## config.mk

```make
export PLATFORM = sky130hd
export DESIGN_NAME = glyph_word_tile_blitter
export DESIGN_NICKNAME = d
export VERILOG_FILES = /design/src/rtl/core/gwtb_pkg.sv /design/src/rtl/core/glyph_word_tile_blitter.sv
export VERILOG_INCLUDE_DIRS = /design/src /design/src/rtl/core
export SDC_FILE = /design/constraint.sdc
export NUM_CORES = 1
export LEC_CHECK = 0
export BUFFER_PORTS_ARGS = -buffer_cell sky130_fd_sc_hd__clkbuf_2
export CAP_MARGIN = 10
export CORE_ASPECT_RATIO = 0.7
export CORE_MARGIN = 1
export CORE_UTILIZATION = 40
export DETAILED_ROUTE_END_ITERATION = 12
export PLACE_DENSITY = 0.69
export SLEW_MARGIN = 20
export SYNTH_ARGS = -nofsm -noshare
export SYNTH_HDL_FRONTEND = slang
export SYNTH_SLANG_ARGS = --single-unit
```

## constraint.sdc

```tcl
create_clock -name clk -period 4.5 [get_ports clk]
set_input_delay 0.9 -clock clk [delete_from_list [all_inputs] [get_ports clk]]
set_output_delay 0.9 -clock clk [all_outputs]
set_load 0.02 [all_outputs]
```

## src/rtl/core/glyph_word_tile_blitter_macros.svh

```systemverilog
// Assertion macros for the glyph word tile blitter.
// Used by glyph_word_tile_blitter.sv; needs clk and rst_n in scope.
`ifndef GLYPH_WORD_TILE_BLITTER_MACROS_SVH
`define GLYPH_WORD_TILE_BLITTER_MACROS_SVH
`ifndef SYNTHESIS
`define GWTB_ASSERT_SAME(label, ante, cons, msg) \
    label: assert property (@(posedge clk) disable iff (!rst_n) (ante) |-> (cons)) \
        else $error(msg);
`define GWTB_ASSERT_NEXT(label, ante, cons, msg) \
    label: assert property (@(posedge clk) disable iff (!rst_n) (ante) |=> (cons)) \
        else $error(msg);
`else
`define GWTB_ASSERT_SAME(label, ante, cons, msg)
`define GWTB_ASSERT_NEXT(label, ante, cons, msg)
`endif
`endif

```

## src/rtl/core/gwtb_pkg.sv

```systemverilog
// Package for the glyph word tile blitter: field widths and default geometry.
// No dependencies.
package gwtb_pkg;

    localparam int COORD_W   = 11;
    localparam int PATTERN_W = 16;
    localparam int COUNT_W   = 5;
    localparam int ADDR_W    = 18;
    localparam int COLOUR_W  = 16;
    localparam int WORD_BITS = 16;

    localparam int DEF_SCREEN_WIDTH  = 480;
    localparam int DEF_SCREEN_HEIGHT = 320;
    localparam int DEF_SCALE         = 2;

    localparam logic [COLOUR_W-1:0] FG_RESET = 16'hFFFF;

endpackage

```

## src/rtl/core/glyph_word_tile_blitter.sv

```systemverilog
// Glyph word tile blitter: expands one glyph row word into framebuffer writes.
// Depends on gwtb_pkg and glyph_word_tile_blitter_macros.svh.
//
// Channel  Dir  Handshake               Payload
// -------  ---  ----------------------  -----------------------------------------
// cfg      in   cfg_valid / cfg_ready   cfg_data (foreground colour, RGB565)
// in       in   in_valid / in_ready     tile_x, tile_y, pattern_word, bit_count
// out      out  out_valid / out_ready   pixel_address, pixel_colour, last_write
//
// Steps: accept, then the row base walk (one step per bit of tile_y up to its
// highest set bit, plus a final step), then one step per off-screen tile walked
// (left of the screen, or all when none is on screen) and SCALE*SCALE writes per
// on-screen tile. Off-screen row or zero bit count: done in the accept cycle.
// The output register stalls the tile walk only; the last write of an item can
// sit in it while the next item is accepted. Reset needs no clearing pass.
`include "glyph_word_tile_blitter_macros.svh"

module glyph_word_tile_blitter #(
    parameter int SCREEN_WIDTH  = gwtb_pkg::DEF_SCREEN_WIDTH,
    parameter int SCREEN_HEIGHT = gwtb_pkg::DEF_SCREEN_HEIGHT,
    parameter int SCALE         = gwtb_pkg::DEF_SCALE
) (
    input  logic                                 clk,
    input  logic                                 rst_n,
    // configuration write
    input  logic                                 cfg_valid,
    output logic                                 cfg_ready,
    input  logic [gwtb_pkg::COLOUR_W-1:0]        cfg_data,
    // glyph word input
    input  logic                                 in_valid,
    output logic                                 in_ready,
    input  logic signed [gwtb_pkg::COORD_W-1:0]  tile_x,
    input  logic signed [gwtb_pkg::COORD_W-1:0]  tile_y,
    input  logic [gwtb_pkg::PATTERN_W-1:0]       pattern_word,
    input  logic [gwtb_pkg::COUNT_W-1:0]         bit_count,
    // pixel write output
    output logic                                 out_valid,
    input  logic                                 out_ready,
    output logic [gwtb_pkg::ADDR_W-1:0]          pixel_address,
    output logic [gwtb_pkg::COLOUR_W-1:0]        pixel_colour,
    output logic                                 last_write
);
    import gwtb_pkg::*;

    localparam int TILES_W    = SCREEN_WIDTH / SCALE;
    localparam int TILES_H    = SCREEN_HEIGHT / SCALE;
    localparam int ROW_BITS   = $clog2(TILES_H);
    localparam int ROW_STRIDE = SCREEN_WIDTH * SCALE;
    localparam int SUB_W      = (SCALE > 1) ? $clog2(SCALE) : 1;
    localparam int TX_W       = COORD_W + 1;   // tile_x plus up to 15 steps
    localparam int ADDR_SPAN  = SCREEN_WIDTH * SCREEN_HEIGHT;

    typedef enum logic [1:0] {
        S_IDLE,
        S_MUL,
        S_EMIT
    } state_t;

    state_t                      state_reg, state_next;
    logic [COLOUR_W-1:0]         fg_reg, fg_next;
    // row base multiplier: shift-and-add, one bit of tile_y per cycle
    logic [ROW_BITS-1:0]         mplier_reg, mplier_next;
    logic [ADDR_W-1:0]           mcand_reg, mcand_next;
    // tile walk
    logic [ADDR_W-1:0]           tile_addr_reg, tile_addr_next;
    logic [ADDR_W-1:0]           pix_off_reg, pix_off_next;
    logic signed [TX_W-1:0]      tx_reg, tx_next;
    logic [PATTERN_W-1:0]        pattern_reg, pattern_next;
    logic [COUNT_W-1:0]          tiles_left_reg, tiles_left_next;
    logic [SUB_W-1:0]            row_reg, row_next;
    logic [SUB_W-1:0]            col_reg, col_next;
    // output register
    logic                        out_valid_reg, out_valid_next;
    logic [ADDR_W-1:0]           pixel_address_reg, pixel_address_next;
    logic [COLOUR_W-1:0]         pixel_colour_reg, pixel_colour_next;
    logic                        last_write_reg, last_write_next;

    logic                        in_fire;
    logic                        y_on_screen;
    logic [COUNT_W-1:0]          count_sat;
    logic signed [ADDR_W-1:0]    tx_ext;
    logic                        on_screen;
    logic                        last_sub;
    logic                        last_tile;
    logic                        out_free;

    assign cfg_ready = 1'b1;
    assign in_ready  = (state_reg == S_IDLE);
    assign in_fire   = in_valid && in_ready;

    assign y_on_screen = !tile_y[COORD_W-1]
                         && ($unsigned(tile_y) < COORD_W'(TILES_H));
    assign count_sat   = (bit_count > COUNT_W'(WORD_BITS)) ? COUNT_W'(WORD_BITS) : bit_count;
    assign tx_ext      = ADDR_W'(tile_x);

    assign on_screen = !tx_reg[TX_W-1] && ($unsigned(tx_reg) < TX_W'(TILES_W));
    assign last_sub  = (col_reg == SUB_W'(SCALE - 1)) && (row_reg == SUB_W'(SCALE - 1));
    // on-screen tiles are contiguous: the last one is either the final bit or
    // the rightmost screen column
    assign last_tile = (tiles_left_reg == COUNT_W'(1)) || (tx_reg == TX_W'(TILES_W - 1));
    assign out_free  = !out_valid_reg || out_ready;

    always_comb
    begin
        logic advance_tile;
        advance_tile       = 1'b0;
        state_next         = state_reg;
        fg_next            = fg_reg;
        mplier_next        = mplier_reg;
        mcand_next         = mcand_reg;
        tile_addr_next     = tile_addr_reg;
        pix_off_next       = pix_off_reg;
        tx_next            = tx_reg;
        pattern_next       = pattern_reg;
        tiles_left_next    = tiles_left_reg;
        row_next           = row_reg;
        col_next           = col_reg;
        out_valid_next     = out_valid_reg && !out_ready;
        pixel_address_next = pixel_address_reg;
        pixel_colour_next  = pixel_colour_reg;
        last_write_next    = last_write_reg;

        if (cfg_valid && cfg_ready)
        begin
            fg_next = cfg_data;
        end

        unique case (state_reg)
            S_IDLE:
            begin
                if (in_fire && y_on_screen && (count_sat != '0))
                begin
                    state_next      = S_MUL;
                    mplier_next     = tile_y[ROW_BITS-1:0];
                    mcand_next      = ADDR_W'(ROW_STRIDE);
                    // column part of the first tile; wraps harmlessly when negative
                    tile_addr_next  = ADDR_W'(tx_ext * ADDR_W'(SCALE));
                    pix_off_next    = '0;
                    tx_next         = TX_W'(tile_x);
                    pattern_next    = pattern_word;
                    tiles_left_next = count_sat;
                    row_next        = '0;
                    col_next        = '0;
                end
            end
            S_MUL:
            begin
                if (mplier_reg == '0)
                begin
                    state_next = S_EMIT;
                end
                else
                begin
                    if (mplier_reg[0])
                    begin
                        tile_addr_next = tile_addr_reg + mcand_reg;
                    end
                    mplier_next = mplier_reg >> 1;
                    mcand_next  = mcand_reg << 1;
                end
            end
            S_EMIT:
            begin
                if (on_screen)
                begin
                    if (out_free)
                    begin
                        out_valid_next     = 1'b1;
                        pixel_address_next = tile_addr_reg + pix_off_reg;
                        pixel_colour_next  = pattern_reg[PATTERN_W-1] ? fg_reg : '0;
                        last_write_next    = last_sub && last_tile;
                        if (last_sub)
                        begin
                            advance_tile = 1'b1;
                        end
                        else if (col_reg == SUB_W'(SCALE - 1))
                        begin
                            col_next     = '0;
                            row_next     = row_reg + SUB_W'(1);
                            pix_off_next = pix_off_reg + ADDR_W'(SCREEN_WIDTH - (SCALE - 1));
                        end
                        else
                        begin
                            col_next     = col_reg + SUB_W'(1);
                            pix_off_next = pix_off_reg + ADDR_W'(1);
                        end
                    end
                end
                else
                begin
                    advance_tile = 1'b1;
                end

                if (advance_tile)
                begin
                    tx_next         = tx_reg + TX_W'(1);
                    pattern_next    = pattern_reg << 1;
                    tiles_left_next = tiles_left_reg - COUNT_W'(1);
                    tile_addr_next  = tile_addr_reg + ADDR_W'(SCALE);
                    pix_off_next    = '0;
                    row_next        = '0;
                    col_next        = '0;
                    if (tiles_left_reg == COUNT_W'(1) || (on_screen && last_tile))
                    begin
                        state_next = S_IDLE;
                    end
                end
            end
            default:
            begin
                state_next = S_IDLE;
            end
        endcase
    end

    always_ff @(posedge clk or negedge rst_n)
    begin
        if (!rst_n)
        begin
            state_reg         <= S_IDLE;
            fg_reg            <= FG_RESET;
            mplier_reg        <= '0;
            mcand_reg         <= '0;
            tile_addr_reg     <= '0;
            pix_off_reg       <= '0;
            tx_reg            <= '0;
            pattern_reg       <= '0;
            tiles_left_reg    <= '0;
            row_reg           <= '0;
            col_reg           <= '0;
            out_valid_reg     <= 1'b0;
            pixel_address_reg <= '0;
            pixel_colour_reg  <= '0;
            last_write_reg    <= 1'b0;
        end
        else
        begin
            state_reg         <= state_next;
            fg_reg            <= fg_next;
            mplier_reg        <= mplier_next;
            mcand_reg         <= mcand_next;
            tile_addr_reg     <= tile_addr_next;
            pix_off_reg       <= pix_off_next;
            tx_reg            <= tx_next;
            pattern_reg       <= pattern_next;
            tiles_left_reg    <= tiles_left_next;
            row_reg           <= row_next;
            col_reg           <= col_next;
            out_valid_reg     <= out_valid_next;
            pixel_address_reg <= pixel_address_next;
            pixel_colour_reg  <= pixel_colour_next;
            last_write_reg    <= last_write_next;
        end
    end

    assign out_valid     = out_valid_reg;
    assign pixel_address = pixel_address_reg;
    assign pixel_colour  = pixel_colour_reg;
    assign last_write    = last_write_reg;

    // tile walk never runs with no tiles left
    `GWTB_ASSERT_SAME(a_tiles_left, state_reg == S_EMIT, tiles_left_reg != '0, "tile walk with zero tiles left")
    // a word on an off-screen tile row produces no work
    `GWTB_ASSERT_NEXT(a_row_drop, in_fire && !y_on_screen, state_reg == S_IDLE, "off-screen row started a walk")
    // every write lands inside the framebuffer when the span fits the address
    `GWTB_ASSERT_SAME(a_addr_range, out_valid_reg && (ADDR_SPAN <= (1 << ADDR_W)), pixel_address_reg < ADDR_W'(ADDR_SPAN - 1) || pixel_address_reg == ADDR_W'(ADDR_SPAN - 1), "pixel address beyond framebuffer")

endmodule
```

---- Word level (Yosys, flattened, before mapping) ----
Cells that the tools add are included.
storage, ports and cells
  flip-flop bits (word level) ............. 151
  output and inout bits ................... 38
  word-level logic and storage cells ...... 124
cells by class
  order comparisons ....................... 3
  reduce and logical (&&, ||, !) cells .... 29
  equal/unequal tests ..................... 14
  add/sub/neg operators ................... 9
  multiplexer cells ....................... 54
operator list
  cell                   count
  $mux 18                12
  $pmux 18 s2            2
  $pmux 18 s3            1
  $mux 16                3
  $add 18x18->18         2
  $pmux 16 s2            1
  $mux 12                2
  $pmux 12 s2            1
  $add 18x1->18 const B  1
  $add 18x2->18 const B  1
  $add 18x9->18 const B  1
  $mux 1                 18
  $mux 8                 2
  $pmux 8 s2             1
  $mux 5                 3
  $add 12x2->12 const B  1
  $eq 12x9->1 const B    1
  $lt 12x8->1 const B    1
  $ne 3x3->1 const B     4
  $lt 11x8->1 const B    1
  $ne 2x2->1 const B     5
  $pmux 5 s2             1
  $reduce_and 5->1       2
  $logic_and 1x1->1      9
  other kinds (20)       33

---- Longest topological paths before layout ----
Gate-level depths: netlist of the first run.
  depth after elaboration ................. 7
  depth in mapped cells ................... 14
  mapped depth without buffers ............ 11

---- Least setup slack after synthesis of the first run ----
Ideal clock, no wire load.
  path type ............................... reg2reg
  start ................................... register state_reg[0]
  end ..................................... register tile_addr_reg[14]
  setup time .............................. 0.137 ns
  stages on the path, launching flop included .. 15
  path slack .............................. 1.106 ns
  data arrival time ....................... 3.256 ns
  buffers on the path ..................... 3
  clock period less this slack ............ 3.394 ns
  cell sequence ........................... dfrtp_1 > inv_1 > ha_1 > clkbuf_1 > clkbuf_1 > clkbuf_1 > nor2_1 > ha_1 > a21o_1 > o2bb2ai_1 > a2111oi_0 > o21ai_0 > xor2_1 > a21oi_1 > a21oi_1
on the way
  word-level cells in the longest chain between the ends .. 6
  elaborated cells on any way between the ends .. 13
  those cells by class .................... 6 x eq/ne; 1 x mux; 6 x reduce/logical
RTL lines
  element                          RTL line                                                       text
  start, declared                  glyph_word_tile_blitter.sv:59                                  state_t state_reg, state_next;
  start signal, assigned           glyph_word_tile_blitter.sv:238                                 state_reg <= state_next;
  $logic_not 2->1                  glyph_word_tile_blitter.sv:88, glyph_word_tile_blitter.sv:128
  $logic_and 1x1->1                glyph_word_tile_blitter.sv:89                                  assign in_fire = in_valid && in_ready;
  $logic_and 1x1->1 (2 in series)  glyph_word_tile_blitter.sv:131                                 if (in_fire && y_on_screen && (count_sat != '0))
  $ne 2x1->1 (no line)             --
  $reduce_and 5->1 (no line)       --
  end signal, assigned             glyph_word_tile_blitter.sv:242                                 tile_addr_reg <= tile_addr_next;
  end, declared                    glyph_word_tile_blitter.sv:65                                  logic [ADDR_W-1:0] tile_addr_reg, tile_addr_next;
Parallel ways exist; a longest one is shown, timed or not.
A chain may end at the register's enable or synchronous reset.

---- Worst setup path after layout of the first run ----
Ends and elaborated chain as after synthesis.

==> results of run 1 <==
-- worst register-to-register path: stages, from the launching register on --
cell	delay, ps
dfrtp_1	380
inv_1	120
ha_1	420
nor2_1	110
ha_1	350
a21o_1	210
o2bb2ai_1	170
a2111oi_0	820
o21ai_0	270
xor2_1	190
a21oi_1	160
a21oi_1	80
-- logic make-up after synthesis --
| family | after synthesis | share of synthesized area (%) |
|---|---|---|
| AND/OR/NAND/NOR | 279 | 15.9 |
| other | 1 | 0.0459 |
| XOR/XNOR | 38 | 4.07 |
| multiplexers | 51 | 6.56 |
| buffers and inverters | 67 | 3.76 |
| flip-flops | 144 | 44.3 |
| AO/OA/AOI/OAI | 248 | 18.3 |
| adder cells (fa/ha/maj) | 45 | 7.07 |
-- layout by cell type, fill, tap and decap left out, types with 4 or more instances in the layout --
cell,Yosys,layout
buf_4,5,7
dfstp_2,16,16
nand2b_1,6,6
nor3b_1,6,6
clkinvlp_4,0,5
a31oi_1,8,8
xnor2_1,21,21
o211ai_1,4,4
o22ai_1,9,9
a21oi_1,68,68
clkbuf_2,0,99
inv_1,27,27
dfrtp_1,128,128
a211oi_1,5,5
a21o_1,14,14
nor2_1,68,68
o21ai_0,94,94
o21bai_1,4,4
mux2_2,21,21
nor3_1,6,6
xor2_1,17,17
clkbuf_16,0,17
o31ai_1,8,8
mux2i_1,30,30
ha_1,43,43
nand3_1,34,34
nand2_1,108,107
and3_1,17,17
nor2b_1,11,11
bufinv_16,0,4
o21ai_1,5,5
-- worst min-delay path by stage --
stage	start	to	slack, ps	depth (start not counted)
floorplan	pattern_reg[0]$_DFFE_PN0P_	pattern_reg[0]$_DFFE_PN0P_	450	2
global placement	pixel_colour[14]$_DFFE_PN0P_	pixel_colour[14]$_DFFE_PN0P_	460	2
detailed placement	pixel_colour[13]$_DFFE_PN0P_	pixel_colour[13]$_DFFE_PN0P_	470	2
CTS	pixel_colour[13]$_DFFE_PN0P_	pixel_colour[13]$_DFFE_PN0P_	480	2
global route	pixel_address[7]$_DFFE_PN0P_	pixel_address[7]$_DFFE_PN0P_	500	2
finish	pixel_colour[13]$_DFFE_PN0P_	pixel_colour[13]$_DFFE_PN0P_	480	2
-- cell type report --
class,instances,area (um2)
Tap cell,270,338
Multi-Input combinational cell,663,4250
Inverter,27,101
Clock buffer,19,443
Timing Repair Buffer,108,579
Clock inverter,13,185
Sequential cell,144,3620
Fill cell,1912,10400
-- power groups by stage --
stage	Sequential, mW	Combinational [mW]	Clock (mW)
after floorplan	2.23	2.28	0
after global routing	2.24	3.45	1.59
final	2.18	3.08	1.52
after CTS	2.18	3.09	1.55
after global placement	2.18	2.99	0
after detailed placement	2.19	3.06	0
-- routing by layer --
metal / track usage [%] / up-vias / share of wire (%)
met4: 6.53 / 0 / 1.3
li1: - / 3271 / -
met3: 3.50 / 17 / 4.2
met1: 26.7 / 3192 / 50
met5: 0 / - / 0
met2: 27.8 / 135 / 44
==> parameters.txt, run 1 <==
Parameter                              Value

Floorplanning
  Total Die Area    21000 um2
  I/O Pins    102
  Initial standard-cell utilization of the core    41.1%
  Chip width    173 um
  Core area    19900 um2
  Vertical die dimension    122 um
  Std-Cell Rows    43

Layout
  Share of the core filled with cells in the final layout    47.8%
  Fraction of final layout cells with drive strength greater than 1    20.2%
  Number of inserted diodes    0
  Post-route non-filler standard cell count    1244
  Post-layout instance area    9520 um2
  Synthesis-to-finish area growth    16.4%
  Final #Nets    1070

GRT
  Global-route wire length before repair    31100 um
  Number of antenna violations at the first check in global routing    0
  Via count of the first global-routing pass    6060
  Total routing resource utilization after global routing    18.5%
  Maximum number of pins on one net before global-route repair    100
  Total grt overflow    0

Timing
  Hold WS    478 ps
  Tightest slew margin relative to the limit    37.1%
  RSZ-0062 raised after global routing    false
  Post-route setup slack    1090 ps
  Final period utilization    75.9%
  Number of setup violations in the final report    0
  Slew at the pin closest to its max-slew limit    944 ps
  Worst Clk Skew    10.2 ps
  Final critical-path required period    3410 ps
  Pins Over Slew Limit    0
  Highest clock rate    293 MHz
  Hold Vio Cnt, Final    0
  Total Negative Setup Slacks    0 ps

Pwr
  Share of total power in sequential cells    32.1%
  Switching power    2.87 mW
  Final total power    6.78 mW
  Highest ir drop seen on vdd    0.000356 V
  Pleak    4.40 nW
  Switching Fraction    42.3%
  Power per cell area    712 nW/um2
  Internal power    3.91 mW
  Proportion of power drawn by combinational gates    45.5%
  Clock network fraction of design power    22.4%

Place
  Half-perimeter wire length after placement    13400 um
  Final RePlAce weighted congestion    0.866
  Number of placed cells counting well taps    1212
  Worst slack, placed    1250 ps
  Count of input and output buffers    100
  Placed instance area    8890 um2

Worst setup path
  Count of buffer and inverter cells on the critical path    1
  Cell Chain, Critical Path    inv_1 > ha_1 > nor2_1 > ha_1 > a21o_1 > o2bb2ai_1 > a2111oi_0 > o21ai_0 > xor2_1 > a21oi_1 > a21oi_1
  Crit Path Category    flip-flop to flip-flop
  Max stage delay cell, worst path    a2111oi_0
  Reg-to-reg startpoint    state_reg[0]$_DFFE_PN0P_
  Number of cell instances on the worst register-to-register path    11
  Stages on the worst setup path    11
  Slack of the worst reg-to-reg path    1090 ps
  Worst flop-to-flop path endpoint    tile_addr_reg[14]$_DFFE_PN0P_
  Largest stage delay, worst path    820 ps
  Type of element capturing the critical path    flip-flop
  Data arrival time of the worst path    3710 ps
  Destination of the critical timing path    tile_addr_reg[14]$_DFFE_PN0P_
  Worst Path Required    4790 ps
  Critical path fanouts, max    12
  Crit path from    state_reg[0]$_DFFE_PN0P_
  Critical Path Start Type    flip-flop
  Family with the most delay on the worst path    compound AO/OA/AOI/OAI gates

Synthesis
  Unique cell type count in the Yosys netlist    66
  Post-synthesis register bit count    144
  Async set-or-reset flop fraction in the synthesized netlist    100%
  Library cell occupying the most area in the post-synthesis netlist    dfrtp_1
  Synth area leaders    dfrtp_1, ha_1, o21ai_0, dfstp_2, nand2_1
  Mapped Area    8180 um2
  Post-synth EDFFs    0
  Area share of the largest cell type after synthesis    39.2%
  Top_reg_cell synth    dfrtp_1
  Mean instance size in the synthesized netlist    9.37 um2
  Leading cell type by number of instances after synthesis    dfrtp_1
  Gate count of the mapped netlist    873
  Yosys warning total    0
  Sequential element share of the synthesized area    44.3%
  Post-synth top cells    dfrtp_1, nand2_1, o21ai_0, a21oi_1, nor2_1

Route
  Number of routed nets with antenna violations    0
  Vias per inst    5.32
  Remaining DRCs    0
  Detail-routed net length per standard cell    15.1 um
  DR vias    6615
  Number of design-rule violations left by the first detailed-router iteration    393
  Total wirelength of the detailed-routed design    18800 um
  DR pass1 iterations    5

Clock network
  Post-cts resize count    0
  Total number of H-tree levels    4
  TritonCTS clock tree    built
  TritonCTS buffer count    17
  Number of hold-repair buffers added at the cts stage    0
  Clock tree root buffer cell    clkbuf_16
  Clock-pin transition on the worst setup and hold timing paths    60 ps
  Buffers inserted by post-CTS timing repair    0
  Clock Latency Late Sink    430 ps
  CTS max path bufs    2
  TritonCTS Sinks    144

Hold path
  Class of the tightest hold or removal check    flip-flop to flip-flop

Run
  Max Cap Viol    0

Run status
  Run status    finished clean
(Power assumes the default switching activity.)
==> run 2, diff against run 1 <==
Settings changed: PLACE_DENSITY 0.69 to 0.71.
Clock period 4.5 ns to 2.85 ns, I/O delays scaled along.
==> parameters.txt, run 2 (synthesis gave the netlist of run 1 again) <==
Parameter                              Value

Run status
  Run status    finished clean

GRT
  Number of antenna violations at the first check in global routing    1
  Total grt overflow    0
  Global-route wire length before repair    31900 um
  Total routing resource utilization after global routing    19.2%
  Via count of the first global-routing pass    6168
  Maximum number of pins on one net before global-route repair    72

Worst setup path
  Critical Path Start Type    flip-flop
  Crit path from    state_reg[0]$_DFFE_PN0P_
  Library cell appearing most often on the critical path    buf_4
  Crit Path Category    flip-flop to flip-flop
  Max stage delay cell, worst path    dfrtp_1
  Reg-to-reg startpoint    state_reg[0]$_DFFE_PN0P_
  Worst Path Required    3170 ps
  Cell Chain, Critical Path    inv_1 > ha_2 > buf_4 > buf_4 > nor2_1 > ha_1 > a21oi_1 > o21ai_0 > a22o_1 > a311oi_2 > o211ai_1 > a21o_1
  Type of element capturing the critical path    flip-flop
  Largest stage delay, worst path    380 ps
  Critical path fanouts, max    5
  Data arrival time of the worst path    3020 ps

Timing
  Final period utilization    94.7%
  Highest clock rate    371 MHz
  Hold Vio Cnt, Final    0
  RSZ-0062 raised after global routing    true
  Hold WS    158 ps
  Total Negative Setup Slacks    0 ps
  Tightest slew margin relative to the limit    51.9%
  Number of setup violations in the final report    0
  Final critical-path required period    2700 ps
  Worst Clk Skew    9.98 ps
  Post-route setup slack    152 ps
  Pins Over Slew Limit    0
  Slew at the pin closest to its max-slew limit    721 ps

Pwr
  Pleak    4.50 nW
  Power per cell area    1130 nW/um2
  Highest ir drop seen on vdd    0.000576 V

Floorplanning
  Core area    19900 um2
  Total Die Area    21000 um2
  Vertical die dimension    122 um
  I/O Pins    102
  Initial standard-cell utilization of the core    41.1%
  Std-Cell Rows    43
  Chip width    173 um

Layout
  Post-route non-filler standard cell count    1261
  Footprint of the flip-flops and latches    3620 um2
  Multi-input gate area    4310 um2
  Fill cell count    1839
  Leading cell types in the layout, fill and taps excluded    dfrtp_1, nand2_1, clkbuf_2
  Most common cell after layout, fill and taps aside    dfrtp_1
  Number of inserted diodes    0
  Fraction of final layout cells with drive strength greater than 1    22.4%
  Final #Nets    1087
  Synthesis-to-finish area growth    18.7%

Route
  Vias per inst    5.29
  DR vias    6670
  Remaining DRCs    0
  Detail-routed net length per standard cell    15.5 um
  DR pass1 iterations    7
  Number of routed nets with antenna violations    0
  Number of design-rule violations left by the first detailed-router iteration    521
  Total wirelength of the detailed-routed design    19500 um

Place
  Worst slack, placed    145 ps
  Half-perimeter wire length after placement    14200 um
  Number of placed cells counting well taps    1228
  Count of input and output buffers    100
  Final RePlAce weighted congestion    0.889

Run
  Max Cap Viol    0

Hold path
  Class of the tightest hold or removal check    input pin to async pin

Clock network
  TritonCTS Sinks    144
  Number of hold-repair buffers added at the cts stage    0
  Clock tree root buffer cell    clkbuf_16
  TritonCTS buffer count    17
  TritonCTS clock tree    built
  Total number of H-tree levels    4
  Clock-pin transition on the worst setup and hold timing paths    60 ps
  Clock Latency Late Sink    440 ps
  CTS max path bufs    2
-- run 2: changes by cell type in the layout (fill, tap and decap cells not counted), sizes merged --
cell      change
clkbuf        -1
buf          +17
inv           +6
clkinv        +1
bufinv        -2
clkinvlp      -4
-- run 2: area by class of cell --
cell class                 count  share of cell area, %
multi-input combinational    663                   44.4
sequential                   144                   37.3
timing repair buffer         125                   7.41
clock buffer                  18                   4.53
tap                          270                   3.48
clock inverter                14                   1.77
inverter                      27                   1.04
-- run 2: what timing repair did --
action / in CTS / in global routing
resized for setup: 0 / 9
buffers inserted: 0 / 1
endpoints found under the setup margin: 0 / 3
-- run 2: critical path, delay by kind of cell (launching register included) --
family / cells / cell delay (ps)
AOI/OAI and AO/OA: 6 / 1160
adders and majority gates: 2 / 570
buffers and inverters: 3 / 420
DFF: 1 / 380
and+or+nand+nor: 1 / 50
-- run 2: final timing paths --
| path | slack (ps) | endpoint | cells after the start |
|---|---|---|---|
| hold reg to reg | 480 | pixel_colour[15]$_DFFE_PN0P_ | 2 |
| max in group asynchronous | 1940 | pixel_address[8]$_DFFE_PN0P_ | 2 |
| min in group clk | 370 | fg_reg[2]$_DFFE_PN1P_ | 2 |
| hold / removal | 160 | pattern_reg[6]$_DFFE_PN0P_ | 1 |
| setup reg to reg | 150 | tile_addr_reg[17]$_DFFE_PN0P_ | 12 |
| setup / recovery | 150 | tile_addr_reg[17]$_DFFE_PN0P_ | 12 |
-- run 2: metrics by stage --
step                area, um2  total power [mW]  util, %
floorplan                8200              7.18        -
global placement         9030              8.38     45.4
detailed placement       9030              8.49     45.4
CTS                      9640              10.9     48.4
global route             9700              11.8     48.7
finish                   9700              11.0     48.7
-- run 2: routing by layer --
layer / global-route usage (%) / vias up / routed length [um]
met4: 5.42 / 0 / 224
met2: 28.0 / 192 / 8340
met5: 0 / - / 0
met3: 4.49 / 22 / 1200
li1: - / 3320 / -
met1: 28.2 / 3136 / 9740
-- run 2: power by group --
group          internal [mW]  switching [mW]
clock network           1.35           0.975
registers               2.79           0.624
logic                   2.13            3.10
total                   6.26            4.70
